## config.mk

```make
export PLATFORM = sky130hd
export DESIGN_NAME = sorted_matrix_staircase_search_unit
export DESIGN_NICKNAME = d
export VERILOG_FILES = /design/src/smss_pkg.sv /design/src/smss_front.sv /design/src/smss_fifo.sv /design/src/smss_engine.sv /design/src/sorted_matrix_staircase_search_unit.sv
export SDC_FILE = /design/constraint.sdc
export NUM_CORES = 2
export LEC_CHECK = 0
export BUFFER_PORTS_ARGS = -buffer_cell sky130_fd_sc_hd__buf_4
export CAP_MARGIN = 20
export CORE_MARGIN = 2
export CORE_UTILIZATION = 30
export CTS_BUF_LIST = sky130_fd_sc_hd__clkbuf_4 sky130_fd_sc_hd__clkbuf_8 sky130_fd_sc_hd__clkbuf_16
export DETAILED_ROUTE_END_ITERATION = 10
export SETUP_SLACK_MARGIN = 0.05
export SYNTH_ARGS = -nofsm -noshare
export SYNTH_HDL_FRONTEND = slang
export SYNTH_HIERARCHICAL = 1
export SYNTH_SLANG_ARGS = --single-unit
```

## constraint.sdc

```tcl
create_clock -name clk_i -period 4 [get_ports clk_i]
set_input_delay 0.8 -clock clk_i [delete_from_list [all_inputs] [get_ports clk_i]]
set_output_delay 0.8 -clock clk_i [all_outputs]
set_load 0.01 [all_outputs]
```

## src/smss_pkg.sv

```systemverilog
// Shared types and constants for the sorted-matrix staircase search unit.
// No dependencies; every other file in src/ imports this package.
package smss_pkg;

  localparam int MAX_ROWS = 8;
  localparam int MAX_COLS = 8;
  localparam int DATA_W   = 32;

  localparam int ROW_W    = $clog2(MAX_ROWS);
  localparam int COL_W    = $clog2(MAX_COLS);
  localparam int ADDR_W   = ROW_W + COL_W;
  localparam int DEPTH    = MAX_ROWS * MAX_COLS;
  localparam int CNT_W    = $clog2(MAX_ROWS + 1) > $clog2(MAX_COLS + 1) ?
                            $clog2(MAX_ROWS + 1) : $clog2(MAX_COLS + 1);

  // Field widths fixed by the item format
  localparam int IDX_W    = 3;
  localparam int VAL_W    = 32;
  localparam int IN_BITS  = 2 * IDX_W + 2 * VAL_W;
  localparam int S_TDATA_W = ((IN_BITS + 7) / 8) * 8;
  localparam int OUT_BITS = 1 + 2 * IDX_W;
  localparam int M_TDATA_W = ((OUT_BITS + 7) / 8) * 8;

  // Configuration port
  localparam int CFG_W     = 4;
  localparam int CFG_IDX_W = 1;
  localparam logic [CFG_IDX_W-1:0] REG_ROWS = 1'b0;
  localparam logic [CFG_IDX_W-1:0] REG_COLS = 1'b1;
  localparam logic [CFG_W-1:0] ROWS_RESET = CFG_W'(8);
  localparam logic [CFG_W-1:0] COLS_RESET = CFG_W'(8);

  // Action codes carried in tuser
  localparam logic ACT_LOAD   = 1'b0;
  localparam logic ACT_SEARCH = 1'b1;

  localparam int QUEUE_DEPTH = 2;
  localparam int QPTR_W      = $clog2(QUEUE_DEPTH);

  typedef struct packed {
    logic                     is_search;
    logic [IDX_W-1:0]         row;
    logic [IDX_W-1:0]         col;
    logic signed [DATA_W-1:0] value;
  } cmd_t;

endpackage

```

## src/smss_front.sv

```systemverilog
// Front end: unpacks an input beat and classifies it as a load or a search.
// Depends on smss_pkg; feeds smss_fifo.
module smss_front (
  input  logic                             s_axis_tvalid_i,
  output logic                             s_axis_tready_o,
  input  logic [smss_pkg::S_TDATA_W-1:0]   s_axis_tdata_i,
  input  logic [0:0]                       s_axis_tuser_i,
  input  logic                             full_i,
  output logic                             push_o,
  output smss_pkg::cmd_t                   cmd_o
);
  import smss_pkg::*;

  logic [IDX_W-1:0] row, col;
  logic [VAL_W-1:0] elem, key;

  assign row  = s_axis_tdata_i[IDX_W-1:0];
  assign col  = s_axis_tdata_i[2*IDX_W-1:IDX_W];
  assign elem = s_axis_tdata_i[2*IDX_W+VAL_W-1:2*IDX_W];
  assign key  = s_axis_tdata_i[2*IDX_W+2*VAL_W-1:2*IDX_W+VAL_W];

  assign s_axis_tready_o = !full_i;
  assign push_o          = s_axis_tvalid_i && !full_i;

  always_comb begin
    cmd_o.is_search = (s_axis_tuser_i[0] == ACT_SEARCH);
    cmd_o.row       = row;
    cmd_o.col       = col;
    // One value slot: the key for a search, the element for a load
    cmd_o.value     = cmd_o.is_search ? DATA_W'(key) : DATA_W'(elem);
  end

endmodule

```

## src/smss_fifo.sv

```systemverilog
// Short command queue between the front end and the search engine.
// Depends on smss_pkg for the command type and depth.
module smss_fifo (
  input  logic           clk_i,
  input  logic           rst_ni,
  input  logic           push_i,
  input  smss_pkg::cmd_t push_data_i,
  output logic           full_o,
  input  logic           pop_i,
  output logic           empty_o,
  output smss_pkg::cmd_t pop_data_o
);
  import smss_pkg::*;

  cmd_t               mem_q [QUEUE_DEPTH];
  logic [QPTR_W-1:0]  wr_ptr_q, wr_ptr_d, rd_ptr_q, rd_ptr_d;
  logic [QPTR_W:0]    cnt_q, cnt_d;
  logic               do_push, do_pop;

  assign full_o     = (cnt_q == (QPTR_W+1)'(QUEUE_DEPTH));
  assign empty_o    = (cnt_q == '0);
  assign pop_data_o = mem_q[rd_ptr_q];
  assign do_push    = push_i && !full_o;
  assign do_pop     = pop_i && !empty_o;

  always_comb begin
    wr_ptr_d = wr_ptr_q;
    rd_ptr_d = rd_ptr_q;
    cnt_d    = cnt_q;
    if (do_push) begin
      wr_ptr_d = (wr_ptr_q == QPTR_W'(QUEUE_DEPTH - 1)) ? '0 : wr_ptr_q + 1'b1;
    end
    if (do_pop) begin
      rd_ptr_d = (rd_ptr_q == QPTR_W'(QUEUE_DEPTH - 1)) ? '0 : rd_ptr_q + 1'b1;
    end
    if (do_push && !do_pop) begin
      cnt_d = cnt_q + 1'b1;
    end else if (do_pop && !do_push) begin
      cnt_d = cnt_q - 1'b1;
    end
  end

  always_ff @(posedge clk_i or negedge rst_ni) begin
    if (!rst_ni) begin
      wr_ptr_q <= '0;
      rd_ptr_q <= '0;
      cnt_q    <= '0;
    end else begin
      wr_ptr_q <= wr_ptr_d;
      rd_ptr_q <= rd_ptr_d;
      cnt_q    <= cnt_d;
    end
  end

  always_ff @(posedge clk_i) begin
    if (do_push) begin
      mem_q[wr_ptr_q] <= push_data_i;
    end
  end

endmodule

```

## src/smss_engine.sv

```systemverilog
// Back end: matrix memory, size registers and the staircase walk sequencer.
// Depends on smss_pkg; pops commands from smss_fifo, drives the result register.
module smss_engine (
  input  logic                           clk_i,
  input  logic                           rst_ni,
  input  logic                           cfg_we_i,
  input  logic [smss_pkg::CFG_IDX_W-1:0] cfg_idx_i,
  input  logic [smss_pkg::CFG_W-1:0]     cfg_data_i,
  input  logic                           cmd_empty_i,
  input  smss_pkg::cmd_t                 cmd_i,
  output logic                           cmd_pop_o,
  output logic                           m_axis_tvalid_o,
  input  logic                           m_axis_tready_i,
  output logic [smss_pkg::M_TDATA_W-1:0] m_axis_tdata_o
);
  import smss_pkg::*;

  localparam logic [1:0] ST_IDLE = 2'd0;
  localparam logic [1:0] ST_WALK = 2'd1;
  localparam logic [1:0] ST_DONE = 2'd2;

  logic [1:0]               st_q, st_d;
  logic [CFG_W-1:0]         rows_q, cols_q;
  logic [CNT_W-1:0]         rows_eff, cols_eff;
  logic [CNT_W-1:0]         x_q, x_d, y_q, y_d, x_nx, y_nx;
  logic signed [DATA_W-1:0] key_q, key_d, rd_data_q;
  logic [ADDR_W-1:0]        rd_addr, wr_addr;
  logic                     mem_we;
  logic signed [DATA_W-1:0] mem_q [DEPTH];

  logic                     hit_q, hit_d;
  logic [IDX_W-1:0]         hrow_q, hrow_d, hcol_q, hcol_d;
  logic                     out_vld_q, out_vld_d, out_load;
  logic [OUT_BITS-1:0]      out_q;

  assign rows_eff = (rows_q > CFG_W'(MAX_ROWS)) ? CNT_W'(MAX_ROWS) : CNT_W'(rows_q);
  assign cols_eff = (cols_q > CFG_W'(MAX_COLS)) ? CNT_W'(MAX_COLS) : CNT_W'(cols_q);
  assign x_nx     = x_q + 1'b1;
  assign y_nx     = y_q - 1'b1;
  assign wr_addr  = {cmd_i.row[ROW_W-1:0], cmd_i.col[COL_W-1:0]};

  always_comb begin
    st_d      = st_q;
    x_d       = x_q;
    y_d       = y_q;
    key_d     = key_q;
    hit_d     = hit_q;
    hrow_d    = hrow_q;
    hcol_d    = hcol_q;
    cmd_pop_o = 1'b0;
    mem_we    = 1'b0;
    out_load  = 1'b0;
    rd_addr   = {x_q[ROW_W-1:0], y_nx[COL_W-1:0]};
    unique case (st_q)
      ST_IDLE: begin
        if (!cmd_empty_i) begin
          cmd_pop_o = 1'b1;
          if (!cmd_i.is_search) begin
            mem_we = ({1'b0, cmd_i.row} < (IDX_W+1)'(MAX_ROWS)) &&
                     ({1'b0, cmd_i.col} < (IDX_W+1)'(MAX_COLS));
          end else begin
            key_d  = cmd_i.value;
            hit_d  = 1'b0;
            hrow_d = '0;
            hcol_d = '0;
            x_d    = '0;
            y_d    = cols_eff;
            rd_addr = {ROW_W'(0), COL_W'(cols_eff - 1'b1)};
            // Empty region: report not found without walking
            st_d   = (rows_eff == '0 || cols_eff == '0) ? ST_DONE : ST_WALK;
          end
        end
      end
      ST_WALK: begin
        if (key_q > rd_data_q) begin
          x_d     = x_nx;
          rd_addr = {x_nx[ROW_W-1:0], y_nx[COL_W-1:0]};
          if (x_nx == rows_eff) st_d = ST_DONE;
        end else if (key_q < rd_data_q) begin
          y_d     = y_nx;
          rd_addr = {x_q[ROW_W-1:0], COL_W'(y_nx - 1'b1)};
          if (y_nx == '0) st_d = ST_DONE;
        end else begin
          hit_d  = 1'b1;
          hrow_d = IDX_W'(x_q);
          hcol_d = IDX_W'(y_nx);
          st_d   = ST_DONE;
        end
      end
      ST_DONE: begin
        if (!out_vld_q || m_axis_tready_i) begin
          out_load = 1'b1;
          st_d     = ST_IDLE;
        end
      end
      default: st_d = ST_IDLE;
    endcase
  end

  always_comb begin
    out_vld_d = out_vld_q;
    if (out_load) begin
      out_vld_d = 1'b1;
    end else if (m_axis_tready_i) begin
      out_vld_d = 1'b0;
    end
  end

  always_ff @(posedge clk_i or negedge rst_ni) begin
    if (!rst_ni) begin
      st_q      <= ST_IDLE;
      rows_q    <= ROWS_RESET;
      cols_q    <= COLS_RESET;
      out_vld_q <= 1'b0;
    end else begin
      st_q      <= st_d;
      out_vld_q <= out_vld_d;
      if (cfg_we_i && cfg_idx_i == REG_ROWS) rows_q <= cfg_data_i;
      if (cfg_we_i && cfg_idx_i == REG_COLS) cols_q <= cfg_data_i;
    end
  end

  always_ff @(posedge clk_i) begin
    x_q    <= x_d;
    y_q    <= y_d;
    key_q  <= key_d;
    hit_q  <= hit_d;
    hrow_q <= hrow_d;
    hcol_q <= hcol_d;
    if (out_load) begin
      out_q <= {hcol_q, hrow_q, hit_q};
    end
  end

  // Matrix store: one write port, one registered read port
  always_ff @(posedge clk_i) begin
    if (mem_we) begin
      mem_q[wr_addr] <= cmd_i.value;
    end
    rd_data_q <= mem_q[rd_addr];
  end

  assign m_axis_tvalid_o = out_vld_q;
  assign m_axis_tdata_o  = M_TDATA_W'(out_q);

endmodule

```

## src/sorted_matrix_staircase_search_unit.sv

```systemverilog
// A search is queued, popped in ST_IDLE, walked in ST_WALK over at most
// rows_in_use + cols_in_use - 1 cells (15 at 8 by 8) and its result loaded in
// ST_DONE; a load is popped and written in ST_IDLE. The engine holds one item at
// a time, a search until its result loads, which a result stall can delay; a
// 2-entry queue takes beats meanwhile. Reset clears control state and sets both
// size registers to 8; matrix contents are undefined until loaded.
module sorted_matrix_staircase_search_unit (
  input  logic                           clk_i,
  input  logic                           rst_ni,
  input  logic                           cfg_we_i,
  input  logic [smss_pkg::CFG_IDX_W-1:0] cfg_idx_i,
  input  logic [smss_pkg::CFG_W-1:0]     cfg_data_i,
  input  logic                           s_axis_tvalid_i,
  output logic                           s_axis_tready_o,
  // row_index[2:0], col_index[5:3], element_value[37:6], search_key[69:38]
  input  logic [smss_pkg::S_TDATA_W-1:0] s_axis_tdata_i,
  // action[0]
  input  logic [0:0]                     s_axis_tuser_i,
  output logic                           m_axis_tvalid_o,
  input  logic                           m_axis_tready_i,
  // found[0], found_row[3:1], found_col[6:4]
  output logic [smss_pkg::M_TDATA_W-1:0] m_axis_tdata_o
);
  import smss_pkg::*;

  cmd_t front_cmd, queue_cmd;
  logic push, full, pop, empty;

  smss_front u_front (
    .s_axis_tvalid_i (s_axis_tvalid_i),
    .s_axis_tready_o (s_axis_tready_o),
    .s_axis_tdata_i  (s_axis_tdata_i),
    .s_axis_tuser_i  (s_axis_tuser_i),
    .full_i          (full),
    .push_o          (push),
    .cmd_o           (front_cmd)
  );

  smss_fifo u_fifo (
    .clk_i       (clk_i),
    .rst_ni      (rst_ni),
    .push_i      (push),
    .push_data_i (front_cmd),
    .full_o      (full),
    .pop_i       (pop),
    .empty_o     (empty),
    .pop_data_o  (queue_cmd)
  );

  smss_engine u_engine (
    .clk_i           (clk_i),
    .rst_ni          (rst_ni),
    .cfg_we_i        (cfg_we_i),
    .cfg_idx_i       (cfg_idx_i),
    .cfg_data_i      (cfg_data_i),
    .cmd_empty_i     (empty),
    .cmd_i           (queue_cmd),
    .cmd_pop_o       (pop),
    .m_axis_tvalid_o (m_axis_tvalid_o),
    .m_axis_tready_i (m_axis_tready_i),
    .m_axis_tdata_o  (m_axis_tdata_o)
  );

endmodule

```

==> flow_summary.ini <==
[clocking]
clk_pin_slew_worst_paths_ns = 0.06
ctsRootBufferMaster = clkbuf_16
cts_tree = built
clock_latency_ns = 0.91
clockBufferDepth = 3
cts_buffers = 220
cts_sinks = 2227
h-tree-depth = 4

[place]
dp_hpwl_mm = 174
portBuffers = 89
gp_congestion = 0.858

[die]
start_util = 0.301
die_height_um = 560
die_w_um = 560
die_area_um2 = 314000
io_pins = 93
core_um2 = 308000
row_count = 204

[synthesis]
synth.distinct_cells = 79
synth_cells = 6502
synth_enable_flop_cells = 2180
synth_area_um2 = 92700
synthFlopType = edfxtp_1
synth_seq_area_share = 0.717
synthArstFlopShare = 0.00674
synth-seq-cells = 2227
syn_nets = 6625
synth_warnings = 6
synth_area_per_cell_um2 = 14.3

[setup_path]
critPathMaxFanout = 19
slowest_delay_ns = 0.45
required_ns = 4.78
path_cells = ha_4 -> a41o_1 -> a21oi_4 -> or4_4 -> and3_4 -> o22ai_4 -> buf_6 -> o311a_2 -> buf_12 -> nor2_4 -> buf_4 -> buf_8 -> buf_16 -> a22oi_2 -> a32oi_1 -> a211o_1
crit_family = compound AO/OA/AOI/OAI gates
crit_type = register to register
path_buf_inv = 5
crit_path_start_kind = register
worstPathArrival_ns = 5.03
endpoint_kind = register
slowest_stage = or4_4

[drt]
dr.pass1.iters = 8
wl_mm = 292
wl_per_cell_um = 25.3
drt_iter0_drc = 7422
drtAntennaViolNets = 0
drcViolationCount = 0
via_per_inst = 5.36
vias = 61900

[status]
status = finished with violations
violations = negative setup slack

[layout]
multi_input_area_um2 = 26300
syn_to_final_growth_pct = 25.8
nFillCells = 28500
drive_gt1_frac = 0.277
fin_nets = 7367
layout_common_cells = 2180 x edfxtp_1, 1279 x nand2_1, 696 x buf_4, 346 x nand3_1, 277 x mux2_2
seq_area_um2 = 66500
final_common_cell = edfxtp_1

[global_route]
grtUsageMet3 = 0.0280
busiest_layer = met2
grt_max_degree = 133
grt.total_usage = 0.177
grtUsageMet2 = 0.294
grt_pass1_vias = 59700
antenna_found_initial = 11
grt.overflow.total = 0
grt_pass1_wl_mm = 414
gr-usage-met1 = 0.236

[sta]
max_freq_mhz = 235
rsz0062_at_grt = yes
fin_crit_sh = 1.06
layout_min_cycle_time_ns = 4.25
drv_slew = 0
tightest_slew_ns = 1.12
final_hold_viol_count = 0
slew_headroom = 0.250
layout_setup_ws_ns = -0.249
setup_viol = 32
final.setup_skew_ns = 0.0735
finalHoldWorstSlack_ns = 0.0971

[hold_path]
hold_path.class = input port to register

[run]
maxCapViolations = 0
[registers in the layout, summed over array words and instances, names as in the netlist, 2 cells and up]
register            count
u_engine/key_q         32
u_fifo/mem_q           78
u_engine/x_q            4
u_fifo/cnt_q            2
u_engine/hrow_q         3
u_engine/st_q           2
u_engine/out_q          7
u_engine/hcol_q         3
u_engine/rows_q         4
u_engine/rd_data_q     32
u_engine/mem_q       2048
u_engine/cols_q         4
u_engine/y_q            4
[worst register-to-register path: stages (launching register included)]
cell and delay [ns]:
edfxtp_1 0.42, ha_4 0.30, a41o_1 0.22, a21oi_4 0.07
or4_4 0.45, and3_4 0.21, o22ai_4 0.22, buf_6 0.18
o311a_2 0.27, buf_12 0.20, nor2_4 0.10, buf_4 0.14
buf_8 0.15, buf_16 0.18, a22oi_2 0.49, a32oi_1 0.21
a211o_1 0.32
[routing by layer]
| layer | up-vias | share of wire | wire length (µm) |
|---|---|---|---|
| met1 | 31600 | 0.40 | 116000 |
| met2 | 3055 | 0.48 | 141000 |
| met4 | 0 | 0.031 | 9090 |
| met3 | 492 | 0.089 | 26100 |
| met5 | - | 0 | 0 |
| li1 | 26800 | - | - |
[path summary, 6_finish.rpt]
| path | startpoint | to | slack [ns] | cells after the start |
|---|---|---|---|---|
| worst max register to register | u_engine/key_q[6]$_DFFE_PP_ | u_engine/rd_data_q[28]$_DFF_P_ | -0.25 | 16 |
| max in group asynchronous | rst_ni | u_engine/rows_q[3]$_DFFE_PN1P_ | 3.38 | 2 |
| worst max-delay path | u_engine/key_q[6]$_DFFE_PP_ | u_engine/rd_data_q[28]$_DFF_P_ | -0.25 | 16 |
| worst min-delay path | s_axis_tdata_i[5] | u_fifo/mem_q[1][34]$_DFFE_PP_ | 0.1 | 1 |
| min in group asynchronous | rst_ni | u_fifo/rd_ptr_q$_DFFE_PN0P_ | 0.33 | 2 |
| worst min register to register | u_engine/hrow_q[2]$_SDFFCE_PN0P_ | u_engine/out_q[3]$_DFFE_PP_ | 0.42 | 0 |
[logic make-up after synthesis]
family	synth area share
DFF	0.717
AOI/OAI and AO/OA	0.0896
and+or+nand+nor	0.0929
xor gates and xnor gates	0.00123
other	0.0000404
buffers and inverters	0.0262
adders and majority gates	0.00540
muxes	0.0678
[cell usage after synthesis, drive strengths merged, types with 12 or more instances]
master / n / area, µm²
inv: 47 / 176
o21ai: 78 / 405
mux2i: 270 / 2700
a311oi: 27 / 236
nand2b: 12 / 75.1
a211oi: 171 / 1300
a2111oi: 16 / 159
nand3: 361 / 1810
clkbuf: 222 / 833
a211o: 24 / 210
ha: 40 / 500
o22ai: 35 / 233
buf: 252 / 1420
a22oi: 44 / 330
dfxtp: 32 / 641
and3: 152 / 951
a21oi: 125 / 629
nor3: 24 / 125
a222oi: 34 / 340
a32oi: 186 / 1630
mux2: 308 / 3580
dfrtp: 13 / 325
nand2: 1293 / 4850
edfxtp: 2180 / 65500
o211ai: 16 / 135
nor2: 114 / 428
o221ai: 36 / 322
a31oi: 198 / 1250
a221oi: 81 / 709
[final cells by class]
class                           count  area share
Sequential cell                  2227       0.570
Multi-Input combinational cell   3755       0.225
Timing Repair Buffer              993      0.0957
Clock buffer                      289      0.0523
Tap cell                         4120      0.0442
Clock inverter                    122      0.0115
Inverter                           47     0.00151
Antenna cell                        4   0.0000858
[what timing repair did]
| action | in CTS | in global routing |
|---|---|---|
| endpoints found under the hold margin | 13 | 0 |
| gates resized for setup | 355 | 164 |
| pin swaps | 138 | 95 |
| gates cloned | 33 | 15 |
| endpoints found under the setup margin | 32 | 32 |
| setup buffers | 72 | 50 |
| hold buffers | 1 | 0 |
[metrics by stage]
stage	util	instances	setup TNS [ns]	worst slack, ns	instance area (µm²)
after floorplan	-	6502	0	0.155	92700
after global placement	0.338	11000	-15.15	-0.742	104000
after detailed placement	0.338	11000	-16.76	-0.804	104000
after CTS	0.374	11500	-2.77	-0.191	115000
after global routing	0.378	11600	-6.12	-0.271	117000
final	0.379	11600	-3.86	-0.249	117000
Power is not shown: default switching activity piles up to over one toggle a cycle in this logic, so the estimate is an artifact.
